**config.mk**
```make
export PLATFORM = sky130hd
export DESIGN_NAME = linear_volume_fade_ramp
export DESIGN_NICKNAME = d
export VERILOG_FILES = /design/src/hdl/lvfr_pkg.sv /design/src/hdl/linear_volume_fade_ramp.sv /design/src/hdl/lvfr_div.sv /design/src/hdl/lvfr_due.sv
export SDC_FILE = /design/constraint.sdc
export NUM_CORES = 1
export LEC_CHECK = 0
export ABC_CLOCK_PERIOD_IN_PS = 6660
export BUFFER_PORTS_ARGS = -buffer_cell sky130_fd_sc_hd__buf_2
export CORE_AREA = 5 5 171 206
export CTS_CLUSTER_SIZE = 12
export DETAILED_ROUTE_END_ITERATION = 6
export DIE_AREA = 0 0 176 211
export GPL_TIMING_DRIVEN = 0
export HOLD_SLACK_MARGIN = 0.06
export PLACE_DENSITY = 0.77
export SLEW_MARGIN = 40
export SYNTH_ARGS = -nofsm -noshare
export SYNTH_HDL_FRONTEND = slang
export SYNTH_SLANG_ARGS = --single-unit
```
**constraint.sdc**
```tcl
create_clock -name aclk -period 6.66 [get_ports aclk]
set_input_delay 1.332 -clock aclk [delete_from_list [all_inputs] [get_ports aclk]]
set_output_delay 1.332 -clock aclk [all_outputs]
set_load 0.02 [all_outputs]
```
**src/hdl/lvfr_pkg.sv**
```systemverilog
// Shared types and constants of the linear volume fade ramp.
`timescale 1ns / 1ps
`default_nettype none
package lvfr_pkg;

    localparam int NOW_W      = 32;
    localparam int VOL_W      = 16;
    localparam int DUR_W      = 23;
    localparam int INT_W      = 31;
    localparam int FRAC_SHIFT = 8;
    localparam int IN_DATA_W  = 88;
    localparam int OUT_DATA_W = 24;
    localparam int CNT_W      = 5;
    localparam int ADDR_W     = 3;
    localparam int DATA_W     = 32;

    localparam logic [VOL_W-1:0] VOL_MAX = 16'hFFFF;

    localparam logic FUNC_START = 1'b0;
    localparam logic FUNC_TICK  = 1'b1;

    // Register index as decoded from the word address bit of paddr.
    localparam logic REG_DEVICE_OPEN = 1'b0;

    typedef enum logic [1:0] {
        ST_IDLE,
        ST_DIV,
        ST_CMP,
        ST_WAIT
    } state_t;

    typedef struct packed {
        logic tready;
        logic div_start;
        logic cmp_start;
        logic commit;
    } ctl_t;

endpackage
`default_nettype wire

```
**src/hdl/linear_volume_fade_ramp.sv**
```systemverilog
// Top level of the linear volume fade ramp: control, fade state and ports.
// A start request that needs a division runs through the bit-serial divider and
// a tick during a fade through the bit-serial add and compare; all other requests
// go from idle straight to the wait for the output register.
// One request is in work at a time; the next is accepted once its result is in
// the output register. Reset is synchronous and active low, clears the fade
// state and device_open at once, and needs no clearing pass.
`timescale 1ns / 1ps
`default_nettype none
module linear_volume_fade_ramp #(
    parameter int STEP_SIZE = 256
) (
    input  wire logic                            aclk,
    input  wire logic                            aresetn,
    // s_tdata: now_ms[31:0], start_volume[47:32], target_volume[63:48],
    // duration_ms[86:64], zero[87]
    input  wire logic                            s_tvalid,
    output logic                                 s_tready,
    input  wire logic [lvfr_pkg::IN_DATA_W-1:0]  s_tdata,
    // s_tuser: func[0]
    input  wire logic                            s_tuser,
    // m_tdata: status[0], write_valid[1], new_volume[17:2], fade_done[18],
    // fade_active[19], zero[23:20]
    output logic                                 m_tvalid,
    input  wire logic                            m_tready,
    output logic [lvfr_pkg::OUT_DATA_W-1:0]      m_tdata,
    input  wire logic                            psel,
    input  wire logic                            penable,
    input  wire logic                            pwrite,
    input  wire logic [lvfr_pkg::ADDR_W-1:0]     paddr,
    input  wire logic [lvfr_pkg::DATA_W-1:0]     pwdata,
    output logic [lvfr_pkg::DATA_W-1:0]          prdata,
    output logic                                 pready
);
    import lvfr_pkg::*;

    localparam logic [VOL_W:0]   STEP_UP = (VOL_W + 1)'(STEP_SIZE);
    localparam logic [VOL_W-1:0] STEP_DN = VOL_W'(STEP_SIZE);

    state_t state_reg;
    state_t state_next;
    ctl_t   ctl;

    logic             dev_open_reg;
    logic             active_reg;
    logic             active_next;
    logic             going_up_reg;
    logic             going_up_next;
    logic [VOL_W-1:0] cur_vol_reg;
    logic [VOL_W-1:0] cur_vol_next;
    logic [VOL_W-1:0] goal_vol_reg;
    logic [VOL_W-1:0] goal_vol_next;
    logic [INT_W-1:0] step_int_reg;
    logic [INT_W-1:0] step_int_next;
    logic [NOW_W-1:0] last_step_reg;
    logic [NOW_W-1:0] last_step_next;

    logic             func_reg;
    logic [NOW_W-1:0] now_reg;
    logic [VOL_W-1:0] from_reg;
    logic [VOL_W-1:0] to_reg;

    logic [NOW_W-1:0] in_now;
    logic [VOL_W-1:0] in_from;
    logic [VOL_W-1:0] in_to;
    logic [DUR_W-1:0] in_dur;
    logic             in_up;
    logic [VOL_W-1:0] in_diff;
    logic [INT_W-1:0] in_dividend;
    logic             run_div;
    logic             run_cmp;

    logic             div_done;
    logic [INT_W-1:0] quotient;
    logic             cmp_done;
    logic             due_lt;

    logic [VOL_W:0]   vol_up;
    logic [VOL_W-1:0] vol_stepped;
    logic             res_status;
    logic             res_wv;
    logic             res_done;

    logic                  m_valid_reg;
    logic [OUT_DATA_W-1:0] m_data_reg;
    logic                  out_free;
    logic                  cfg_wr;

    // Request fields and the operands the serial units are loaded with.
    always_comb begin
        in_now      = s_tdata[NOW_W-1:0];
        in_from     = s_tdata[NOW_W+VOL_W-1:NOW_W];
        in_to       = s_tdata[NOW_W+2*VOL_W-1:NOW_W+VOL_W];
        in_dur      = s_tdata[NOW_W+2*VOL_W+DUR_W-1:NOW_W+2*VOL_W];
        in_up       = in_to > in_from;
        in_diff     = in_up ? (in_to - in_from) : (in_from - in_to);
        in_dividend = {in_dur, FRAC_SHIFT'(0)};
        run_div     = (s_tuser == FUNC_START) && dev_open_reg && (in_from != in_to);
        run_cmp     = (s_tuser == FUNC_TICK) && active_reg;
    end

    assign out_free = !m_valid_reg || m_tready;

    always_comb begin
        state_next = state_reg;
        case (state_reg)
            ST_IDLE: begin
                if (s_tvalid) begin
                    if (run_div) begin
                        state_next = ST_DIV;
                    end else if (run_cmp) begin
                        state_next = ST_CMP;
                    end else begin
                        state_next = ST_WAIT;
                    end
                end
            end
            ST_DIV: begin
                if (div_done) begin
                    state_next = ST_WAIT;
                end
            end
            ST_CMP: begin
                if (cmp_done) begin
                    state_next = ST_WAIT;
                end
            end
            ST_WAIT: begin
                if (out_free) begin
                    state_next = ST_IDLE;
                end
            end
            default: begin
                state_next = ST_IDLE;
            end
        endcase
    end

    always_comb begin
        ctl = '0;
        case (state_reg)
            ST_IDLE: begin
                ctl.tready    = 1'b1;
                ctl.div_start = s_tvalid && run_div;
                ctl.cmp_start = s_tvalid && run_cmp;
            end
            ST_WAIT: begin
                ctl.commit = out_free;
            end
            default: begin
                ctl = '0;
            end
        endcase
    end

    assign s_tready = ctl.tready;

    lvfr_div u_div (
        .aclk     (aclk),
        .aresetn  (aresetn),
        .start    (ctl.div_start),
        .dividend (in_dividend),
        .divisor  (in_diff),
        .done     (div_done),
        .quotient (quotient)
    );

    lvfr_due u_due (
        .aclk      (aclk),
        .aresetn   (aresetn),
        .start     (ctl.cmp_start),
        .last_time (last_step_reg),
        .interval  (step_int_reg),
        .now_time  (in_now),
        .done      (cmp_done),
        .due_lt    (due_lt)
    );

    // Saturating step of the current volume toward the goal.
    always_comb begin
        vol_up = {1'b0, cur_vol_reg} + STEP_UP;
        if (going_up_reg) begin
            vol_stepped = vol_up[VOL_W] ? VOL_MAX : vol_up[VOL_W-1:0];
        end else begin
            vol_stepped = (cur_vol_reg < STEP_DN) ? '0 : (cur_vol_reg - STEP_DN);
        end
    end

    // Result and new fade state of the request held in the capture registers.
    always_comb begin
        active_next    = active_reg;
        going_up_next  = going_up_reg;
        cur_vol_next   = cur_vol_reg;
        goal_vol_next  = goal_vol_reg;
        step_int_next  = step_int_reg;
        last_step_next = last_step_reg;
        res_status     = 1'b0;
        res_wv         = 1'b0;
        res_done       = 1'b0;
        if (func_reg == FUNC_START) begin
            if (dev_open_reg) begin
                res_status    = 1'b1;
                cur_vol_next  = from_reg;
                goal_vol_next = to_reg;
                if (from_reg == to_reg) begin
                    active_next = 1'b0;
                    res_done    = 1'b1;
                end else begin
                    going_up_next  = to_reg > from_reg;
                    step_int_next  = quotient;
                    last_step_next = now_reg;
                    active_next    = 1'b1;
                end
            end
        end else if (active_reg) begin
            if (due_lt) begin
                cur_vol_next   = vol_stepped;
                last_step_next = now_reg;
                res_wv         = 1'b1;
            end
            if (going_up_reg ? (goal_vol_reg <= cur_vol_next)
                             : (goal_vol_reg >= cur_vol_next)) begin
                active_next = 1'b0;
                res_done    = 1'b1;
            end
        end
    end

    always_ff @(posedge aclk) begin
        if (!aresetn) begin
            state_reg     <= ST_IDLE;
            active_reg    <= 1'b0;
            going_up_reg  <= 1'b0;
            cur_vol_reg   <= '0;
            goal_vol_reg  <= '0;
            step_int_reg  <= '0;
            last_step_reg <= '0;
            m_valid_reg   <= 1'b0;
        end else begin
            state_reg <= state_next;
            if (ctl.commit) begin
                active_reg    <= active_next;
                going_up_reg  <= going_up_next;
                cur_vol_reg   <= cur_vol_next;
                goal_vol_reg  <= goal_vol_next;
                step_int_reg  <= step_int_next;
                last_step_reg <= last_step_next;
                m_valid_reg   <= 1'b1;
            end else if (m_tready) begin
                m_valid_reg <= 1'b0;
            end
        end
    end

    always_ff @(posedge aclk) begin
        if (s_tvalid && ctl.tready) begin
            func_reg <= s_tuser;
            now_reg  <= in_now;
            from_reg <= in_from;
            to_reg   <= in_to;
        end
        if (ctl.commit) begin
            m_data_reg <= {4'b0000, active_next, res_done, cur_vol_next, res_wv,
                           res_status};
        end
    end

    assign m_tvalid = m_valid_reg;
    assign m_tdata  = m_data_reg;

    // Configuration port; byte offset bits of paddr are ignored.
    assign cfg_wr = psel && penable && pwrite && pready;
    assign pready = 1'b1;

    always_ff @(posedge aclk) begin
        if (!aresetn) begin
            dev_open_reg <= 1'b0;
        end else if (cfg_wr && (paddr[2] == REG_DEVICE_OPEN)) begin
            dev_open_reg <= pwdata[0];
        end
    end

    always_comb begin
        if (paddr[2] == REG_DEVICE_OPEN) begin
            prdata = DATA_W'(dev_open_reg);
        end else begin
            prdata = '0;
        end
    end

endmodule
`default_nettype wire

```
**src/hdl/lvfr_div.sv**
```systemverilog
// Bit-serial restoring divider that produces the fade step interval.
`timescale 1ns / 1ps
`default_nettype none
module lvfr_div (
    input  wire logic                       aclk,
    input  wire logic                       aresetn,
    input  wire logic                       start,
    input  wire logic [lvfr_pkg::INT_W-1:0] dividend,
    input  wire logic [lvfr_pkg::VOL_W-1:0] divisor,
    output logic                            done,
    output logic [lvfr_pkg::INT_W-1:0]      quotient
);
    import lvfr_pkg::*;

    localparam logic [CNT_W-1:0] CNT_LAST = CNT_W'(INT_W - 1);

    logic             busy_reg;
    logic             done_reg;
    logic [CNT_W-1:0] cnt_reg;
    logic [VOL_W-1:0] rem_reg;
    logic [VOL_W-1:0] rem_next;
    logic [INT_W-1:0] q_reg;
    logic [INT_W-1:0] q_next;
    logic [VOL_W-1:0] div_reg;
    logic [VOL_W:0]   rem_sh;
    logic [VOL_W:0]   rem_dif;
    logic             fits;

    // One quotient bit per cycle: dividend bits leave q_reg at the top while
    // quotient bits enter at the bottom.
    always_comb begin
        rem_sh   = {rem_reg, q_reg[INT_W-1]};
        fits     = rem_sh >= {1'b0, div_reg};
        rem_dif  = rem_sh - {1'b0, div_reg};
        rem_next = fits ? rem_dif[VOL_W-1:0] : rem_sh[VOL_W-1:0];
        q_next   = {q_reg[INT_W-2:0], fits};
    end

    always_ff @(posedge aclk) begin
        if (!aresetn) begin
            busy_reg <= 1'b0;
            done_reg <= 1'b0;
            cnt_reg  <= '0;
        end else begin
            done_reg <= 1'b0;
            if (start) begin
                busy_reg <= 1'b1;
                cnt_reg  <= '0;
            end else if (busy_reg) begin
                cnt_reg <= cnt_reg + 1'b1;
                if (cnt_reg == CNT_LAST) begin
                    busy_reg <= 1'b0;
                    done_reg <= 1'b1;
                end
            end
        end
    end

    always_ff @(posedge aclk) begin
        if (start) begin
            rem_reg <= '0;
            q_reg   <= dividend;
            div_reg <= divisor;
        end else if (busy_reg) begin
            rem_reg <= rem_next;
            q_reg   <= q_next;
        end
    end

    assign done     = done_reg;
    assign quotient = q_reg;

endmodule
`default_nettype wire

```
**src/hdl/lvfr_due.sv**
```systemverilog
// Bit-serial adder and signed comparator that decides whether a step is due.
`timescale 1ns / 1ps
`default_nettype none
module lvfr_due (
    input  wire logic                       aclk,
    input  wire logic                       aresetn,
    input  wire logic                       start,
    input  wire logic [lvfr_pkg::NOW_W-1:0] last_time,
    input  wire logic [lvfr_pkg::INT_W-1:0] interval,
    input  wire logic [lvfr_pkg::NOW_W-1:0] now_time,
    output logic                            done,
    output logic                            due_lt
);
    import lvfr_pkg::*;

    localparam logic [CNT_W-1:0] CNT_LAST = CNT_W'(NOW_W - 1);

    logic             busy_reg;
    logic             done_reg;
    logic [CNT_W-1:0] cnt_reg;
    logic [NOW_W-1:0] a_reg;
    logic [INT_W-1:0] b_reg;
    logic [NOW_W-1:0] c_reg;
    logic             carry_reg;
    logic             lt_reg;
    logic             sum_bit;
    logic             carry_next;
    logic             lt_next;

    // The sum last_time + interval is formed least significant bit first and
    // compared with now_time on the fly. At the sign bit the roles flip, which
    // turns the unsigned compare into a signed one.
    always_comb begin
        sum_bit    = a_reg[0] ^ b_reg[0] ^ carry_reg;
        carry_next = (a_reg[0] & b_reg[0]) | (a_reg[0] & carry_reg)
                   | (b_reg[0] & carry_reg);
        if (cnt_reg == CNT_LAST) begin
            lt_next = (sum_bit & ~c_reg[0]) | (~(sum_bit ^ c_reg[0]) & lt_reg);
        end else begin
            lt_next = (~sum_bit & c_reg[0]) | (~(sum_bit ^ c_reg[0]) & lt_reg);
        end
    end

    always_ff @(posedge aclk) begin
        if (!aresetn) begin
            busy_reg <= 1'b0;
            done_reg <= 1'b0;
            cnt_reg  <= '0;
        end else begin
            done_reg <= 1'b0;
            if (start) begin
                busy_reg <= 1'b1;
                cnt_reg  <= '0;
            end else if (busy_reg) begin
                cnt_reg <= cnt_reg + 1'b1;
                if (cnt_reg == CNT_LAST) begin
                    busy_reg <= 1'b0;
                    done_reg <= 1'b1;
                end
            end
        end
    end

    always_ff @(posedge aclk) begin
        if (start) begin
            a_reg     <= last_time;
            b_reg     <= interval;
            c_reg     <= now_time;
            carry_reg <= 1'b0;
            lt_reg    <= 1'b0;
        end else if (busy_reg) begin
            a_reg     <= {1'b0, a_reg[NOW_W-1:1]};
            b_reg     <= {1'b0, b_reg[INT_W-1:1]};
            c_reg     <= {1'b0, c_reg[NOW_W-1:1]};
            carry_reg <= carry_next;
            lt_reg    <= lt_next;
        end
    end

    assign done   = done_reg;
    assign due_lt = lt_reg;

endmodule
`default_nettype wire

```
## After elaboration in Yosys (flattened, before gate mapping)

Cells that the tools add are included.

| word-level totals | value |
|---|---|
| bits in read-only memories | 0 |
| bits in latches | 0 |
| register bits | 360 |
| bits of input ports | 131 |
| memories kept | 0 |
| word-level logic and storage cells | 164 |
| RAM bits | 0 |
| output and inout port bits | 59 |

| cells by class | value |
|---|---|
| bitwise logic cells | 23 |
| shifts and indexed selects | 0 |
| div/mod/pow operators | 0 |
| reductions and logical operators | 25 |
| $lt $le $gt $ge | 6 |
| add/subtract/negate cells | 7 |
| multipliers | 0 |
| mux-type cells | 58 |
| eq/ne operators | 14 |

Operator list:

| operator | count |
|---|---|
| 2-to-1 mux 32 bit | 9 |
| 2-to-1 mux 16 bit | 11 |
| 2-to-1 mux 31 bit | 4 |
| subtractor 16 bit | 3 |
| > comparator 16 bit | 2 |
| 2-to-1 mux 1 bit | 27 |
| adder 16 x 9 -> 17 bit (second input constant) | 1 |
| >= comparator 17 x 16 -> 1 bit | 1 |
| equality test 16 bit | 1 |
| >= comparator 16 bit | 1 |
| <= comparator 16 bit | 1 |
| less-than comparator 16 x 9 -> 1 bit (second input constant) | 1 |
| != test 16 bit | 1 |
| subtractor 16 x 9 -> 16 bit (second input constant) | 1 |
| adder 5 x 1 -> 5 bit (second input constant) | 2 |
| equality test 5 bit (second input constant) | 2 |
| 2-to-1 mux 2 bit | 5 |
| inverter 1 bit | 10 |
| logical AND 1 bit | 9 |
| != test 2 bit (second input constant) | 4 |
| case mux 2 bit (4 select lines) | 1 |
| AND reduction 4 bit | 2 |
| nonzero test 2 bit | 4 |
| bitwise AND 1 bit | 6 |
| 14 further kinds | 24 |

## Logic depth before layout (Yosys ltp)

Gate-level depths: netlist of the first run.

| logic depth | value |
|---|---|
| word-level depth | 11 |
| mapped depth | 17 |
| mapped depth without buffers | 17 |

## By module

A second synthesis of the first run with hierarchy kept.

| second synthesis, totals | value |
|---|---|
| cells, all modules | 1644 |
| area total of the unflattened synthesis | 17903.4 µm² |

Modules (own cells, without submodules):

| module | times used | sequential area each (µm²) | area an instance (µm²) | cells each |
|---|---|---|---|---|
| linear_volume_fade_ramp | 1 | 4574.4 | 9675.5 | 1054 |
| lvfr_due | 1 | 3032.9 | 4433.0 | 248 |
| lvfr_div | 1 | 1871.8 | 3794.9 | 342 |

## Worst setup path after synthesis of the first run

No wires, ideal clock.

| timing | value |
|---|---|
| path kind | input -> register |
| start point | in s_tvalid |
| end point | reg u_due.a_reg[0] (enable) |
| arrival time | 6.358 ns |
| setup time | 0.457 ns |
| data required time | 6.203 ns |
| path buffers | 1 |
| stages | 4 |
| setup slack | -0.155 ns |
| path through | and2_0 > nand3_1 > clkbuf_1 > nand2_1 |

| between the ends | value |
|---|---|
| word-level cells in the longest chain between the ends | 3 |

RTL lines:

| item | line | RTL |
|---|---|---|
| start, declared | linear_volume_fade_ramp.sv:17 | `input wire logic s_tvalid,` |
| logical AND 1 bit | linear_volume_fade_ramp.sv:145 | `ctl.cmp_start = s_tvalid && run_cmp;` |
| 2-to-1 mux 3 bit | linear_volume_fade_ramp.sv:141 | `case (state_reg)` |
| nonzero test 2 bit (no source line) | - |  |
| end signal, assigned | lvfr_due.sv:66 | `a_reg <= last_time;` |
| end signal, assigned | lvfr_due.sv:72 | `a_reg <= {1'b0, a_reg[NOW_W-1:1]};` |
| end, declared | lvfr_due.sv:21 | `logic [NOW_W-1:0] a_reg;` |

No other way between the ends.
A chain may end at the register's enable or synchronous reset.

## Worst setup path after layout of the first run

| timing | value |
|---|---|
| start point | reg cur_vol_reg[8] |
| end point | reg m_data_reg[19], in the netlist m_tdata[19] (data pin) |

| between the ends | value |
|---|---|
| word-level cells in the longest chain between the ends | 11 |
| elaborated cells between the ends (all ways) | 15 |
| those cells by class | add/sub (2); order compare (3); mux (10) |

RTL lines:

| item | line | RTL |
|---|---|---|
| start, declared | linear_volume_fade_ramp.sv:49 | `logic [VOL_W-1:0] cur_vol_reg;` |
| start signal, assigned | linear_volume_fade_ramp.sv:244 | `cur_vol_reg <= cur_vol_next;` |
| adder 16 x 9 -> 17 bit, or another cell as far along | linear_volume_fade_ramp.sv:181 | `vol_up = {1'b0, cur_vol_reg} + STEP_UP;` |
| 2-to-1 mux 16 bit (on tied branches) | linear_volume_fade_ramp.sv:183, linear_volume_fade_ramp.sv:185 |  |
| 2-to-1 mux 16 bit | linear_volume_fade_ramp.sv:182 | `if (going_up_reg) begin` |
| 2-to-1 mux 16 bit * | linear_volume_fade_ramp.sv:216 | `if (due_lt) begin` |
| 2-to-1 mux 16 bit * | linear_volume_fade_ramp.sv:215 | `end else if (active_reg) begin` |
| 2-to-1 mux 16 bit * | linear_volume_fade_ramp.sv:200 | `if (func_reg == FUNC_START) begin` |
| >= comparator 16 bit / <= comparator 16 bit (equally long branches) | linear_volume_fade_ramp.sv:222, linear_volume_fade_ramp.sv:221 |  |
| 2-to-1 mux 1 bit * (2 in a row) | linear_volume_fade_ramp.sv:221 | `if (going_up_reg ? (goal_vol_reg <= cur_vol_next)` |
| 2-to-1 mux 1 bit * | linear_volume_fade_ramp.sv:215 |  |
| 2-to-1 mux 1 bit * | linear_volume_fade_ramp.sv:200 |  |
| via active_next | linear_volume_fade_ramp.sv:46 | `logic active_next;` |
| end signal, assigned | linear_volume_fade_ramp.sv:263 | `m_data_reg <= {4'b0000, active_next, res_done, cur_vol_next, res_wv,` |
| end, declared | linear_volume_fade_ramp.sv:85 | `logic [OUT_DATA_W-1:0] m_data_reg;` |

Mark *: on every way through the listed nets, which the timed path passes. The rest lies on a longest branch. The select of a mux whose other input is x is not followed.

==> reports/results.ini, run 1 <==
[pwr]
swShare_pct=29.06
power_mw=6.149
p_comb_share_pct=22.8
powerDensity_nw_per_um2=306.0
p_sw_mw=1.787
ir_drop_mv=0.1590
power.leakage_nw=8.401
p_seq_share_pct=44.4
clkPwrFrac_pct=32.8
intPower_mw=4.362

[timing]
timing.hold.ws_ps=458.3
worst_pin_slew_ps=761.7
slew_violations=0
period_needed_ps=4023
finalHoldViolCount=0
max_slew_margin_pct=49.22
fmax_mhz=248.5
rsz0062_at_grt=false
skew_ps=14.44
finalCritPeriodShare_pct=60.41
setup_violations=0
tns_ps=0
worst_slack_ps=2637

[synthesis]
yosysSeqAreaShare_pct=53.47
yosysWarnings=0
synth_area_um2=17580
synth-seq-cells=360
synth_edf_count=219
syn_inst=1819
yosys.cell_types.count=72
ys.flop_type=edfxtp_1
async_flop_share_pct=0
syn_avg_cell_area_um2=9.663

[clocking]
post_cts_resized=0
holdBufCountCts=0
clk_pin_slew_ps=60
cts_root_buf=clkbuf_16
cts_buffers=38
clk_latency_ps=520
postCtsSetupBuffers=0
clockBufferDepth=3
htree_levels=2
cts.sinks=360
cts_tree=yes

[floorplanning]
rows=73
fp.dieW_um=176
coreArea_um2=32880
die_h_um=211
start_util_pct=53.46
dieArea_um2=37140
ioPinCount=190

[worst_setup_path]
r2r_start=cur_vol_reg[8]
required_ps=6930
r2r_cells=15
cp-end-kind=flip-flop
cp_max_fo=8
critPathKind=reg -> reg
reg2reg_to=m_tdata[19]
startpoint_type=flip-flop
worstPathArrival_ps=4290
startpoint=cur_vol_reg[8]
r2r_slack_ps=2640

[global_routing]
antenna_found_initial=1
grt_use_total_pct=21.84
grt_pass1_wl_um=66180
grt_max_degree=39
grt_overflow=0
grt_pass1_vias=13340

[worst_hold_path]
hold_path_end=step_int_reg[22]
hold_path.startpoint=step_int_reg[22]
min_path_type=reg -> reg
min_delay_path_depth=2

[placement]
portBuffers=119
pre_cts_slack_ps=2284
gp_congestion=0.9024
place_area_um2=18890
dpl.hpwl_um=30380
dpl.cell_count=2387

[detailed_routing]
first_iter_violations=1025
ant_nets=0
drt_pass1_iterations=5
wl_per_cell_um=16.70
drcViolationCount=0
routed_wl_um=41040
vias_per_cell=5.414
vias=13310

[final_layout]
area_growth_pct=14.32
drive_above_1_share_pct=12.42
stdcell_area_um2=20090
fin_nets=2241
final_util_pct=61.11
fin_cells=2458

[flow_run]
max_cap_viol_count=0

[run_status]
outcome=finished, final reports clean

kinds of logic (layout without fill, tap and decap cells):
| family | count (synthesis) | after routing | synth area share, % |
|---|---|---|---|
| compound gates | 304 | 304 | 10.71 |
| fa+ha+maj | 95 | 95 | 6.933 |
| buf+inv | 226 | 418 | 5.858 |
| simple gates | 738 | 738 | 17.82 |
| flops | 360 | 360 | 53.47 |
| mux | 59 | 59 | 3.417 |
| xor+xnor | 35 | 35 | 1.744 |
| other cells | 2 | 37 | 0.04273 |
critical path, stage by stage, from the launching register on:
cell and delay, ps:
dfxtp_1 370, inv_1 140, ha_1 210, nand2b_1 160
nor4_4 470, nand3_1 360, a21oi_1 300, ha_1 280
nor2b_1 140, o21a_1 160, o21a_1 160, o21bai_1 170
a21oi_1 110, mux2i_1 160, nor3_1 100, a221oi_1 480
cell usage in the layout, fill, tap and decap left out, types with 7 or more instances in the layout:
cell / count
o211ai_1: 7
a31oi_1: 8
o21ai_0: 59
dfxtp_1: 141
conb_1: 36
and3_1: 8
a21oi_1: 120
inv_1: 99
nand2_1: 476
clkbuf_16: 41
mux2i_1: 54
edfxtp_1: 219
ha_1: 91
nor2_1: 112
nor3_1: 27
and2_1: 7
buf_4: 44
xor2_1: 15
xnor2_1: 20
a21o_1: 22
a22oi_1: 10
o21a_1: 11
clkbuf_1: 88
nand4_1: 22
nor2b_1: 17
nand2b_1: 8
buf_2: 126
nand3_1: 34
power by group through the flow:
stage	combinational (mW)	clock, mW	sequential [mW]
2_1_floorplan	1.03	0	2.75
3_3_place_gp	1.34	0	2.78
3_5_place_dp	1.39	0	2.77
4_1_cts	1.40	2.05	2.73
5_1_grt	1.57	2.15	2.75
6_report	1.40	2.02	2.73
per-layer routing:
| metal | track usage (%) | up-vias | part of all wire (%) |
|---|---|---|---|
| met1 | 27.36 | 6229 | 42 |
| met5 | 0 | - | 0.027 |
| li1 | - | 6568 | - |
| met3 | 2.990 | 105 | 4.9 |
| met2 | 38.47 | 403 | 49 |
| met4 | 8.419 | 2 | 4.1 |
cell usage after synthesis, types with 34 or more instances:
library cell | count | area [µm²]
dfxtp_1 | 141 | 2823
nand3_1 | 34 | 170.2
o21ai_0 | 59 | 295.3
mux2i_1 | 54 | 540.5
buf_4 | 44 | 330.3
inv_1 | 99 | 371.6
ha_1 | 91 | 1139
nand2_1 | 478 | 1794
nor2_1 | 112 | 420.4
clkbuf_1 | 70 | 262.8
a21oi_1 | 120 | 600.6
edfxtp_1 | 219 | 6576
worst max path at each step:
stage,end,slack (ps)
2_1_floorplan,u_due.a_reg[0],620
3_5_place_dp,u_div.quotient[29],2280
6_report,m_tdata[19],2640
4_1_cts,m_tdata[19],2620
5_1_grt,m_tdata[19],2410
3_3_place_gp,u_due.b_reg[18],-1590
area by class of cell:
class | count | area, µm²
Antenna cell | 1 | 2.502
Buffer | 124 | 649.4
Clock buffer | 66 | 1170
Clock inverter | 4 | 23.77
Fill cell | 2719 | 12790
Inverter | 102 | 382.9
Multi-Input combinational cell | 1267 | 7295
Sequential cell | 360 | 9399
Tap cell | 412 | 515.5
Timing Repair Buffer | 122 | 655.6
No activity file was read; power rests on OpenSTA's default activity.
==> run 2, diff against run 1 <==
- ABC_AREA: unset -> 1
- ABC_CLOCK_PERIOD_IN_PS: 6660 -> 3650
- CORE_AREA: 5 5 171 206 -> 5 5 174 210
- DIE_AREA: 0 0 176 211 -> 0 0 179 215
- PLACE_DENSITY: 0.77 -> 0.76
- clock period: 6.66 -> 3.65 ns (I/O delays scaled with it)
==> reports/results.ini, run 2 <==
[timing]
finalCritPeriodShare_pct=82.21
worst_pin_slew_ps=810.0
tns_ps=0
setup_violations=0
rsz0062_at_grt=false
slew_violations=0
finalHoldViolCount=0
period_needed_ps=3001
max_slew_margin_pct=46.00
skew_ps=11.78
fmax_mhz=333.3

[synthesis]
synth_top_area_cell=edfxtp_1
yosysSeqAreaShare_pct=51.64
synth_edf_count=219
yosys.cell_types.count=52
syn_avg_cell_area_um2=8.858
yosys-top-cells-area=edfxtp_1 36%, dfxtp_1 16%, nand2_1 11%
syn_inst=2055
synth.most_common_cell=nand2_1
yosys-top-cells-count=536 x nand2_1, 219 x edfxtp_1, 219 x nor2_1, 194 x inv_1, 141 x dfxtp_1
synth-seq-cells=360
yosysWarnings=0
ys.flop_type=edfxtp_1
async_flop_share_pct=0
synth_area_um2=18200
yosysTopAreaCellShare_pct=36.13

[worst_setup_path]
r2r_cells=19
startpoint_type=flip-flop
r2r_start=cur_vol_reg[8]
required_ps=3910
cp-end-kind=flip-flop
cp_max_fo=8
worstPathArrival_ps=3260
r2r_slack_ps=650
reg2reg_to=m_tdata[18]
critPathKind=reg -> reg

[clocking]
clk_pin_slew_ps=60
clockBufferDepth=3
post_cts_resized=0
cts_root_buf=clkbuf_16
cts_buffers=38
holdBufCountCts=0
htree_levels=2
postCtsSetupBuffers=0
cts.sinks=360
cts_tree=yes
clk_latency_ps=530

[worst_hold_path]
hold_path.startpoint=s_tdata[1]
min_delay_path_depth=1
min_path_type=in -> reg
hold_path_end=now_reg[1]

[global_routing]
grt_pass1_wl_um=68430
grt_overflow=0
grt_pass1_vias=13900
antenna_found_initial=1
grt_use_total_pct=21.94
grt_max_degree=77

[detailed_routing]
drt_pass1_iterations=5
first_iter_violations=978
vias_per_cell=5.162
routed_wl_um=42820
wl_per_cell_um=15.62
vias=14150
ant_nets=0
drcViolationCount=0

[pwr]
power.leakage_nw=9.486
powerDensity_nw_per_um2=569.8
ir_drop_mv=0.2611

[placement]
dpl.hpwl_um=32060
portBuffers=118
gp_congestion=0.9496

[final_layout]
layout_commonest_cell=nand2_1
final_cell_mix=535 x nand2_1, 219 x nor2_1, 219 x edfxtp_1
drive_above_1_share_pct=13.91
fin_nets=2475
diodes=0
area_growth_pct=14.25
final_util_pct=60.39

[flow_run]
max_cap_viol_count=0

[floorplanning]
ioPinCount=190
coreArea_um2=34440
fp.dieW_um=179
start_util_pct=52.85
rows=75
dieArea_um2=38490
die_h_um=215

[run_status]
outcome=finished, final reports clean

## run 2: per-stage QoR
step	setup WS, ps	cells	cell area [µm²]	hold WS [ps]	power [mW]
2_1_floorplan	196.4	2089	18330	430.1	7.302
3_3_place_gp	-893.3	2669	19500	452.8	8.026
3_5_place_dp	488.9	2671	19570	465.9	8.121
4_1_cts	687.0	2741	20800	371.9	11.92
5_1_grt	385.3	2741	20800	375.3	12.50
6_report	649.3	2741	20800	394.0	11.85
## run 2: worst max-delay path, stage by stage, from the launching register on
cell and delay (ps):
dfxtp_1 390, ha_1 230, nand3_1 130, nor2_4 160, inv_2 60, nor3_2 230, nand2_2 210, o21ai_1 130
inv_1 80, ha_1 290, a21oi_1 170, nor2_1 50, nor2_1 90, nand2_1 60, nand2_1 90, nand2_1 60
nand2_1 80, nand3_1 70, nand2_1 50, o21ai_0 90
## run 2: cell families after synthesis
logic type                 after synthesis  share of synthesized area [%]
AOI/OAI and AO/OA                      331                          10.62
xor gates and xnor gates                47                          2.261
adders and majority gates               95                          6.695
buffers and inverters                  328                          8.324
DFF                                    360                          51.64
other                                    2                        0.04126
and+or+nand+nor                        892                          20.42
## run 2: worst max path at each step
stage	slack [ps]	cells after the start	startpoint	to
4_1_cts	690	19	cur_vol_reg[8]	m_tdata[18]
3_5_place_dp	490	13	s_tdata[34]	u_div.rem_reg[8]
6_report	650	19	cur_vol_reg[8]	m_tdata[18]
5_1_grt	390	19	cur_vol_reg[8]	m_tdata[18]
2_1_floorplan	200	10	state_reg[0]	u_div.rem_reg[5]
3_3_place_gp	-890	9	s_tvalid	u_div.rem_reg[9]
## run 2: metal layers
layer	wire (µm)	GRT usage (%)	vias to the layer above	part of all wire [%]
met5	13	0	-	0.030
met4	1589	8.242	2	3.7
met3	2399	3.409	80	5.6
met2	21520	38.69	404	50
met1	17300	26.86	6556	40
li1	-	-	7106	-
## run 2: power breakdown
group / internal [mW] / leakage [nW] / switching (mW)
combinational: 1.04 / 5.74 / 1.96
clock: 2.27 / 0.593 / 1.51
sequential: 4.83 / 3.16 / 0.238
total: 8.14 / 9.49 / 3.71
## run 2: area by class of cell
class	instances	area [µm²]
inverter	213	815.8
clock inverter	6	98.84
multi-input combinational	1401	7432
tap	462	578.1
sequential	360	9399
buffer	115	701.9
clock buffer	64	1132
timing repair buffer	120	638.1
fill	3026	13640
